===== src/design/periodic_task_dispatcher_top_defines.svh =====
// Assertion macros for the periodic task dispatcher.
`ifndef PERIODIC_TASK_DISPATCHER_TOP_DEFINES_SVH
`define PERIODIC_TASK_DISPATCHER_TOP_DEFINES_SVH

// Same-cycle implication, disabled during reset.
`define PTD_ASSERT_IMPLY(label, clk, rst_n, ante, cons) \
    label: assert property (@(posedge clk) disable iff (!rst_n) (ante) |-> (cons)) \
        else $error("ptd assertion failed");

// Next-cycle implication, disabled during reset.
`define PTD_ASSERT_NEXT(label, clk, rst_n, ante, cons) \
    label: assert property (@(posedge clk) disable iff (!rst_n) (ante) |=> (cons)) \
        else $error("ptd assertion failed");

`endif


===== src/design/ptd_pkg.sv =====
// Shared types and constants for the periodic task dispatcher.
package ptd_pkg;

    localparam int TASK_SLOTS  = 16;
    localparam int MAX_RESULTS = 16;
    localparam int SLOT_W      = (TASK_SLOTS > 1) ? $clog2(TASK_SLOTS) : 1;
    localparam int CNT_W       = $clog2(MAX_RESULTS + 1);

    typedef enum logic [1:0] {
        CMD_ADD     = 2'd0,
        CMD_SUSPEND = 2'd1,
        CMD_RESUME  = 2'd2,
        CMD_TICK    = 2'd3
    } cmd_t;

    localparam logic KIND_STATUS   = 1'b0;
    localparam logic KIND_DISPATCH = 1'b1;
    localparam logic STATUS_OK     = 1'b0;
    localparam logic STATUS_BAD_ID = 1'b1;

    typedef enum logic [1:0] {
        ST_IDLE,
        ST_SCAN,
        ST_DRAIN,
        ST_FLUSH
    } state_t;

    // Controller to datapath commands
    typedef struct packed {
        logic              do_cmd;
        logic              do_tick;
        logic              rd_en;
        logic [SLOT_W-1:0] rd_addr;
        logic              flush;
    } dp_ctrl_t;

    // Datapath to controller status
    typedef struct packed {
        logic pending;
    } dp_stat_t;

endpackage


===== src/design/ptd_ctrl.sv =====
// Sequencer for command handling and the per-tick slot scan.
module ptd_ctrl (
    input  logic              clk,
    input  logic              rst_n,
    input  logic              start,
    input  logic [1:0]        cmd,
    input  ptd_pkg::dp_stat_t stat,
    output logic              busy,
    output ptd_pkg::dp_ctrl_t ctrl
);

    ptd_pkg::state_t           state_reg, state_next;
    logic [ptd_pkg::SLOT_W-1:0] idx_reg, idx_next;
    logic                       accept;

    always_ff @(posedge clk or negedge rst_n)
    begin
        if (!rst_n)
        begin
            state_reg <= ptd_pkg::ST_IDLE;
            idx_reg   <= '0;
        end
        else
        begin
            state_reg <= state_next;
            idx_reg   <= idx_next;
        end
    end

    always_comb
    begin
        state_next   = state_reg;
        idx_next     = idx_reg;
        busy         = (state_reg != ptd_pkg::ST_IDLE);
        accept       = start && (state_reg == ptd_pkg::ST_IDLE);
        ctrl.do_cmd  = accept && (cmd != ptd_pkg::CMD_TICK);
        ctrl.do_tick = accept && (cmd == ptd_pkg::CMD_TICK);
        ctrl.rd_en   = 1'b0;
        ctrl.rd_addr = idx_reg;
        ctrl.flush   = 1'b0;
        case (state_reg)
            ptd_pkg::ST_IDLE:
            begin
                if (ctrl.do_tick)
                begin
                    state_next = ptd_pkg::ST_SCAN;
                    idx_next   = '0;
                end
            end
            ptd_pkg::ST_SCAN:
            begin
                ctrl.rd_en = 1'b1;
                if (idx_reg == ptd_pkg::SLOT_W'(ptd_pkg::TASK_SLOTS - 1))
                    state_next = ptd_pkg::ST_DRAIN;
                else
                    idx_next = idx_reg + ptd_pkg::SLOT_W'(1);
            end
            // last slot read is evaluated here
            ptd_pkg::ST_DRAIN:
                state_next = ptd_pkg::ST_FLUSH;
            ptd_pkg::ST_FLUSH:
            begin
                ctrl.flush = stat.pending;
                state_next = ptd_pkg::ST_IDLE;
            end
            default:
                state_next = ptd_pkg::ST_IDLE;
        endcase
    end

endmodule


===== src/design/ptd_datapath.sv =====
// Task tables, tick counter, due check and result register.
module ptd_datapath (
    input  logic              clk,
    input  logic              rst_n,
    input  logic [1:0]        cmd,
    input  logic [7:0]        task_id,
    input  logic [31:0]       period,
    input  ptd_pkg::dp_ctrl_t ctrl,
    output ptd_pkg::dp_stat_t stat,
    output logic              result_strobe,
    output logic              kind,
    output logic [7:0]        dispatch_task,
    output logic              status,
    output logic              last
);

    logic [31:0] period_mem   [ptd_pkg::TASK_SLOTS];
    logic [31:0] last_run_mem [ptd_pkg::TASK_SLOTS];

    logic [31:0]                    tick_count_reg;
    logic [ptd_pkg::TASK_SLOTS-1:0] used_reg;
    logic [ptd_pkg::TASK_SLOTS-1:0] running_reg;
    logic [31:0]                    per_rd_reg;
    logic [31:0]                    lr_rd_reg;
    logic [ptd_pkg::SLOT_W-1:0]     eval_idx_reg;
    logic                           eval_cand_reg;
    logic [ptd_pkg::CNT_W-1:0]      disp_cnt_reg;
    logic                           pend_valid_reg;
    logic [ptd_pkg::SLOT_W-1:0]     pend_idx_reg;
    logic                           strobe_reg, strobe_next;
    logic                           kind_reg, kind_next;
    logic [7:0]                     task_reg, task_next;
    logic                           status_reg, status_next;
    logic                           last_reg, last_next;

    logic                       in_range;
    logic [ptd_pkg::SLOT_W-1:0] cmd_slot;
    logic                       add_we;
    logic [31:0]                elapsed;
    logic                       due;
    logic                       lr_we;
    logic [ptd_pkg::SLOT_W-1:0] lr_waddr;
    logic [31:0]                lr_wdata;

    assign in_range = ({1'b0, task_id} < 9'(ptd_pkg::TASK_SLOTS));
    assign cmd_slot = task_id[ptd_pkg::SLOT_W-1:0];
    assign add_we   = ctrl.do_cmd && in_range && (cmd == ptd_pkg::CMD_ADD);

    // modular elapsed time
    assign elapsed = tick_count_reg - lr_rd_reg;
    assign due     = eval_cand_reg && (elapsed >= per_rd_reg)
                     && (disp_cnt_reg < ptd_pkg::CNT_W'(ptd_pkg::MAX_RESULTS));

    assign lr_we    = due || add_we;
    assign lr_waddr = due ? eval_idx_reg : cmd_slot;
    assign lr_wdata = due ? tick_count_reg : 32'd0;

    assign stat.pending = pend_valid_reg;

    always_ff @(posedge clk)
    begin
        if (add_we)
            period_mem[cmd_slot] <= period;
        if (lr_we)
            last_run_mem[lr_waddr] <= lr_wdata;
        if (ctrl.rd_en)
        begin
            per_rd_reg   <= period_mem[ctrl.rd_addr];
            lr_rd_reg    <= last_run_mem[ctrl.rd_addr];
            eval_idx_reg <= ctrl.rd_addr;
        end
    end

    always_ff @(posedge clk or negedge rst_n)
    begin
        if (!rst_n)
        begin
            tick_count_reg <= '0;
            used_reg       <= '0;
            running_reg    <= '0;
            eval_cand_reg  <= 1'b0;
            disp_cnt_reg   <= '0;
            pend_valid_reg <= 1'b0;
            strobe_reg     <= 1'b0;
        end
        else
        begin
            strobe_reg    <= strobe_next;
            eval_cand_reg <= ctrl.rd_en && used_reg[ctrl.rd_addr]
                             && running_reg[ctrl.rd_addr];
            if (ctrl.do_tick)
            begin
                tick_count_reg <= tick_count_reg + 32'd1;
                disp_cnt_reg   <= '0;
            end
            else if (due)
                disp_cnt_reg <= disp_cnt_reg + ptd_pkg::CNT_W'(1);
            if (ctrl.do_cmd && in_range)
            begin
                case (cmd)
                    ptd_pkg::CMD_ADD:
                    begin
                        used_reg[cmd_slot]    <= 1'b1;
                        running_reg[cmd_slot] <= 1'b1;
                    end
                    ptd_pkg::CMD_SUSPEND:
                        running_reg[cmd_slot] <= 1'b0;
                    ptd_pkg::CMD_RESUME:
                        running_reg[cmd_slot] <= 1'b1;
                    default:
                        ;
                endcase
            end
            if (due)
                pend_valid_reg <= 1'b1;
            else if (ctrl.flush)
                pend_valid_reg <= 1'b0;
        end
    end

    always_ff @(posedge clk)
    begin
        if (due)
            pend_idx_reg <= eval_idx_reg;
        if (strobe_next)
        begin
            kind_reg   <= kind_next;
            task_reg   <= task_next;
            status_reg <= status_next;
            last_reg   <= last_next;
        end
    end

    // One dispatch is held back so the final one can carry last.
    always_comb
    begin
        strobe_next = 1'b0;
        kind_next   = ptd_pkg::KIND_DISPATCH;
        task_next   = 8'(pend_idx_reg);
        status_next = ptd_pkg::STATUS_OK;
        last_next   = 1'b0;
        if (ctrl.do_cmd)
        begin
            strobe_next = 1'b1;
            kind_next   = ptd_pkg::KIND_STATUS;
            task_next   = task_id;
            status_next = in_range ? ptd_pkg::STATUS_OK : ptd_pkg::STATUS_BAD_ID;
            last_next   = 1'b1;
        end
        else if (due && pend_valid_reg)
            strobe_next = 1'b1;
        else if (ctrl.flush)
        begin
            strobe_next = 1'b1;
            last_next   = 1'b1;
        end
    end

    assign result_strobe = strobe_reg;
    assign kind          = kind_reg;
    assign dispatch_task = task_reg;
    assign status        = status_reg;
    assign last          = last_reg;

endmodule


===== src/design/periodic_task_dispatcher_top.sv =====
// Top level of the periodic task dispatcher.
// Add, suspend and resume: status result in the cycle after accept; busy stays low.
// Tick: busy while the slot table is scanned (one slot table read per cycle), then
// during drain and flush; dispatches follow from the scan, the final one with last set
// in the first cycle with busy low.
// Reset (async, active low) clears the tick counter and all used/running marks.
`include "periodic_task_dispatcher_top_defines.svh"

module periodic_task_dispatcher_top (
    input  logic        clk,
    input  logic        rst_n,
    input  logic        start,
    output logic        busy,
    input  logic [1:0]  cmd,
    input  logic [7:0]  task_id,
    input  logic [31:0] period,
    output logic        result_strobe,
    output logic        kind,
    output logic [7:0]  dispatch_task,
    output logic        status,
    output logic        last
);

    ptd_pkg::dp_ctrl_t ctrl;
    ptd_pkg::dp_stat_t stat;

    ptd_ctrl u_ctrl (
        .clk   (clk),
        .rst_n (rst_n),
        .start (start),
        .cmd   (cmd),
        .stat  (stat),
        .busy  (busy),
        .ctrl  (ctrl)
    );

    ptd_datapath u_datapath (
        .clk           (clk),
        .rst_n         (rst_n),
        .cmd           (cmd),
        .task_id       (task_id),
        .period        (period),
        .ctrl          (ctrl),
        .stat          (stat),
        .result_strobe (result_strobe),
        .kind          (kind),
        .dispatch_task (dispatch_task),
        .status        (status),
        .last          (last)
    );

    `PTD_ASSERT_NEXT(a_tick_busy, clk, rst_n,
        start && !busy && (cmd == ptd_pkg::CMD_TICK), busy)
    `PTD_ASSERT_NEXT(a_cmd_status, clk, rst_n,
        start && !busy && (cmd != ptd_pkg::CMD_TICK),
        result_strobe && (kind == ptd_pkg::KIND_STATUS) && last)
    `PTD_ASSERT_IMPLY(a_status_last, clk, rst_n,
        result_strobe && (kind == ptd_pkg::KIND_STATUS), last)
    `PTD_ASSERT_IMPLY(a_mid_scan, clk, rst_n,
        result_strobe && !last, busy && (kind == ptd_pkg::KIND_DISPATCH))

endmodule

===== config.mk =====
export PLATFORM = sky130hd
export DESIGN_NAME = periodic_task_dispatcher_top
export DESIGN_NICKNAME = d
export VERILOG_FILES = /design/src/design/ptd_pkg.sv /design/src/design/ptd_ctrl.sv /design/src/design/ptd_datapath.sv /design/src/design/periodic_task_dispatcher_top.sv
export VERILOG_INCLUDE_DIRS = /design/src /design/src/design
export SDC_FILE = /design/constraint.sdc
export NUM_CORES = 1
export LEC_CHECK = 0
export BUFFER_PORTS_ARGS = -buffer_cell sky130_fd_sc_hd__buf_4
export CORE_AREA = 2 2 293 295
export DETAILED_ROUTE_END_ITERATION = 12
export DIE_AREA = 0 0 295 297
export HOLD_SLACK_MARGIN = 0.15
export PLACE_DENSITY = 0.76
export SYNTH_ARGS = -nofsm -noshare
export SYNTH_HDL_FRONTEND = slang
export SYNTH_SLANG_ARGS = --single-unit

===== constraint.sdc =====
create_clock -name clk -period 6.15 [get_ports clk]
set_input_delay 0.3075 -clock clk [delete_from_list [all_inputs] [get_ports clk]]
set_output_delay 0.3075 -clock clk [all_outputs]
set_load 0.01 [all_outputs]

### Yosys cells after proc, flatten, opt, wreduce, memory -nomap -nowiden

Memories as Yosys holds them, arrays and structs flattened. A register that Yosys moved wholly into a read port is not among the register bits.
Cells that the tools add are included.

* register bits after elaboration: 97
* latch bits: 0
* RAM bits: 1024
* ROM bits: 0
* word-level logic and storage cells: 99
* memories: 2

Memory list
* u_datapath.last_run_mem: words 16, width 32, read ports 1, clocked after memory_dff 1, write ports 1, line ptd_datapath.sv:18 `logic [31:0] last_run_mem [ptd_pkg::TASK_SLOTS];`
* u_datapath.period_mem: words 16, width 32, read ports 1, clocked after memory_dff 1, write ports 1, line ptd_datapath.sv:17 `logic [31:0] period_mem [ptd_pkg::TASK_SLOTS];`

* add/subtract/negate cells: 4
* multiply operators: 0
* div/mod/pow operators: 0
* order comparisons: 6
* equality and inequality tests: 11
* shift-type cells: 0
* multiplexer cells: 32
* bitwise operators: 4
* reduce and logical (&&, ||, !) cells: 24

Operators by type and width (count)
* 32-bit by 1-bit adder with 32-bit output, second input constant: 1
* 32-bit >= comparator: 1
* 32-bit 2-to-1 mux: 1
* 16-bit OR: 2
* 16-bit case mux with 2 select lines: 1
* 32-bit subtractor: 1
* 1-bit 2-to-1 mux: 17
* 16-bit bitwise AND: 1
* 4-bit 2-to-1 mux: 4
* 16-bit inverter: 1
* 1-bit logical AND: 11
* 4-bit by 5-bit < comparator with 1-bit output, second input constant: 2
* 5-bit 2-to-1 mux: 2
* 2-bit nonzero test: 5
* 1-bit binary-select mux with 4-bit select: 2
* 2-bit == test, second input constant: 4
* 8-bit by 5-bit < comparator with 1-bit output, second input constant: 1
* 2-bit case mux with 4 select lines: 1
* 4-bit case mux with 2 select lines: 1
* 2-bit != test, second input constant: 3
* 2-bit AND reduction: 3
* 5-bit by 1-bit adder with 5-bit output, second input constant: 1
* 5-bit < comparator, second input constant: 1
* 4-bit by 1-bit adder with 4-bit output, second input constant: 1
* 10 further kinds: 13

### Logic depth before layout (Yosys ltp)

* word-level depth: 8
* mapped depth: 20
* mapped depth without buffers: 19

### Hierarchy

From an unflattened synthesis, not the netlist that was laid out.

* cell total of the unflattened synthesis: 2336
* area total of the unflattened synthesis: 47573.1 µm²

By module, submodules not included
* ptd_datapath: instances 1, cells an instance 2290, area each 47150.2 µm²
* ptd_ctrl: instances 1, cells an instance 46, area each 422.9 µm²

### Worst setup path before layout

No wires, ideal clock.

* path kind: register -> register
* start point: register u_datapath.tick_count_reg[0]
* end point: memory u_datapath.last_run_mem[0][0], enable pin
* arrival time: 5467 ps
* setup slack: 248 ps
* cell stages (with the launch flop): 21
* path buffers: 1
* period minus slack after synthesis: 5902 ps
* cell sequence: dfrtp_1 > inv_1 > ha_1 > inv_1 > fa_1 > a211oi_1 > o21ai_0 > a31o_2 > and2_1 > o31ai_1 > nor2b_1 > xnor2_1 > ha_1 > a21o_1 > a21o_1 > a21o_1 > a211o_1 > a22oi_4 > o22ai_4 > buf_6 > mux2i_1

* longest elaborated chain between the ends: 7
* elaborated cells on any way between the ends: 8
* classes of those cells: add/sub (1); order compare (1); mux (3); reduce/logical (3)

Ends and longest elaborated chain
* start, declared: line ptd_datapath.sv:20 `logic [31:0] tick_count_reg;`
* start signal, assigned: line ptd_datapath.sv:93 `tick_count_reg <= tick_count_reg + 32'd1;`
* 32-bit subtractor *: line ptd_datapath.sv:50 `assign elapsed = tick_count_reg - lr_rd_reg;`
* 32-bit >= comparator *: line ptd_datapath.sv:51 `assign due = eval_cand_reg && (elapsed >= per_rd_reg)`
* 1-bit logical AND *: line ptd_datapath.sv:51
* 1-bit logical AND *: line ptd_datapath.sv:52 `&& (disp_cnt_reg < ptd_pkg::CNT_W'(ptd_pkg::MAX_RESULTS));`
* 1-bit logical OR: line ptd_datapath.sv:54 `assign lr_we = due || add_we;`
* 1-bit 2-to-1 mux: line ptd_datapath.sv:64 `if (lr_we)`
* 1-bit 2-to-1 mux (implied by the code): line ptd_datapath.sv:65 `last_run_mem[lr_waddr] <= lr_wdata;`
* end, declared: line ptd_datapath.sv:18

Mark *: on every way between the ends. The rest lies on a longest branch, timed or not.

### Worst setup path in the final report

* start point: register u_datapath.tick_count_reg[0]
* end point: memory u_datapath.last_run_mem[10][23], enable pin

The elaborated chain is that of the path after synthesis.

==> out/metrics.yaml <==
p_comb_frac: 0.213
die_h_um: 297
drc_errors: 0
crit_end: "u_datapath.last_run_mem[10][23]"
grt_max_degree: 149
hold_violations: 0
slowest_delay_ns: 0.43
cts_made_buffers: 108
crit_type: "flip-flop to flip-flop"
timing.rr.start: "u_datapath.tick_count_reg[0]"
cts-root-buf: "clkbuf_16"
fin_crit_ns: 5.47
syn-mean-instance-area_um2: 20.0
cp_slowest_cell: "fa_1"
syn_inst: 2390
synth.distinct_cells: 64
routed_wl_um: 105000
yosysTopAreaCell: "edfxtp_1"
multi_input_comb_area_um2: 12200
worstSetupStartpointType: "flip-flop"
syn_nets: 2507
yosys_warnings: 0
top_regs: "u_datapath.last_run_mem (512), u_datapath.period_mem (512)"
worstSetupStartpoint: "u_datapath.tick_count_reg[0]"
rsz0062_at_grt: "no"
gr-total-overflow: 0
netlist_top_cells_area: "edfxtp_1 69%, mux4_2 15%, dfrtp_1 4.1%"
yosys_most_used_dff: "edfxtp_1"
dr.pass1.iters: 6
finalNetCount: 2651
hold_buffers: 42
register_area_um2: 35200
coreArea_um2: 84500
cp.required_ns: 6.50
maxCapViolations: 0
p_per_area_nw_per_um2: 386
cp_max_fo: 53
p_sw_mw: 5.71
clock_sinks: 1185
async_flop_share: 0.0658
clockBufferDepth: 3
synth-edff-count: 1107
tightest_slew_ns: 1.07
vias: 23800
synth_top_area_frac: 0.695
wl_per_cell_um: 27.9
setup_viol: 0
pwr-share-seq: 0.463
antenna_found_initial: 5
hpwl_um: 55900
initial_core_util: 0.567
hold_path.class: "primary input to flip-flop"
cts.clk_slew.worst_paths_ns: 0.07
postCtsSetupRepairBufs: 0
die_w_um: 295
ff2ff_path_depth: 20
syn_to_final_growth_pct: 13.3
power_leakage_nw: 19.3
fill_cells: 5369
drv_slew: 0
cts_tree: "yes"
p_int_mw: 15.2
drtIter0Drc: 2530
setup_tns_ns: 0
r2r_end: "u_datapath.last_run_mem[10][23]"
cp.arrival_ns: 5.82
postRouteAntennaNets: 0
peakVddDrop_v: 0.000329
grtUsageTotal: 0.246
fmax_ghz: 0.183
switching_share: 0.273
mostFrequentLayoutCell: "edfxtp_1"
first_global_vias: 24800
final_cell_mix: "1107 x edfxtp_1, 321 x mux4_2, 108 x clkbuf_16"
htreeDepth: 3
r2r_setup_slack_ns: 0.68
grt_pass1_wl_um: 158000
viasPerCell: 6.31
die_area_um2: 87600
clk-insertion-delay-late_ns: 0.69
seq_area_frac_synth: 0.735
dp_cells: 3526
ioPinCount: 58
num_rows: 107
cts-resized-gates: 0
clkPwrFrac: 0.324
gp_congestion: 0.880
port_buffers: 57
drive_above_1_share: 0.249
synth-seq-cells: 1185
finClkSkew_ns: 0.0441
period_share: 0.890
netlist_area_um2: 47900
end_kind: "flip-flop"
instances_no_fill: 3772
cp_cell_sequence: "inv_1, ha_1, inv_1, fa_1, a211oi_1, o21ai_0, nand2_1, o2111ai_2, nand3_1, a21oi_1, or3b_1, ha_1, nand4_1, nor3_1, nand4_1, nand2b_1, o22ai_4, buf_12, mux2i_4, buf_12"
status: "completed"
post-route-util: 0.642
maxSlewHeadroom: 0.289
-- cells by family after synthesis --
family / synth area share
muxes: 0.156
xor gates and xnor gates: 0.00970
DFF: 0.735
buffers and inverters: 0.0161
adders and majority gates: 0.0190
and+or+nand+nor: 0.0373
AOI/OAI and AO/OA: 0.0266
-- power groups by stage --
stage | Sequential (mW) | Clock [mW] | Combinational, mW
2_1_floorplan | 9.47 | 0 | 3.55
3_3_place_gp | 9.85 | 0 | 4.33
3_5_place_dp | 9.85 | 0 | 4.42
4_1_cts | 9.69 | 6.87 | 4.51
5_1_grt | 9.73 | 7.15 | 4.81
6_report | 9.69 | 6.78 | 4.45
-- per-layer routing --
layer  routed length, um  vias up  global-route usage  part of all wire
met4                2450        6              0.0666             0.023
met3                8070      194              0.0430             0.077
li1                    -    10000                   -                 -
met5                 132        -             0.00942            0.0013
met1               40700    12500               0.336              0.39
met2               53800     1128               0.412              0.51
-- worst min-delay path by stage --
stage,startpoint,to,slack (ns),cells after the start
after global placement,u_datapath.used_reg[0],u_datapath.used_reg[0],0.45,1
after CTS,start,u_datapath.tick_count_reg[1],0.26,4
after global routing,start,u_datapath.tick_count_reg[1],0.30,4
after floorplan,rst_n,async pin,0.01,0
after detailed placement,u_datapath.used_reg[13],u_datapath.used_reg[13],0.46,1
final,start,u_datapath.tick_count_reg[1],0.30,4
-- metrics by stage --
step	hold WS (ns)	setup slack (ns)	cell area [um2]	power, mW
3_5_place_dp	0.460	0.807	50200	14.3
3_3_place_gp	0.453	0.869	50200	14.2
4_1_cts	0.261	0.815	54200	21.1
5_1_grt	0.304	0.349	54200	21.7
6_report	0.296	0.675	54200	20.9
2_1_floorplan	0.0119	0.248	47900	13.0
-- worst max-delay path, delay by kind of cell, from the launching register on --
| kind | cells | cell delay, ns |
|---|---|---|
| fa+ha+maj | 3 | 0.90 |
| compound gates | 5 | 1.06 |
| buf+inv | 4 | 0.86 |
| flops | 1 | 0.41 |
| mux | 1 | 0.33 |
| simple gates | 7 | 1.49 |
-- final cells by class --
| class | instances | share of cell area |
|---|---|---|
| flip-flops and latches | 1185 | 0.649 |
| multi-input cells | 1017 | 0.225 |
| clock buffers | 131 | 0.0522 |
| repair buffers | 142 | 0.0264 |
| well taps | 1144 | 0.0264 |
| clock inverters | 71 | 0.0145 |
| inverters | 80 | 0.00554 |
| diodes | 2 | 0.0000923 |
-- synthesized netlist by cell type (4+ instances only) --
master,n
edfxtp_1,1107
o31ai_1,18
or2_2,20
or3_1,6
inv_1,79
and2_1,39
nor2b_1,12
mux4_2,321
ha_1,71
a211oi_1,6
o21a_1,6
o21ai_0,49
nand4_1,23
xnor2_1,38
xor2_1,15
nand2b_1,10
a21o_1,27
o21bai_1,4
buf_1,4
nand2_1,96
and3_1,10
nor2_1,67
nor3_1,18
mux2i_1,22
buf_2,35
o211ai_1,8
nand3_1,39
dfrtp_1,78
clkbuf_1,64
a21oi_1,42
(Power assumes the default switching activity.)
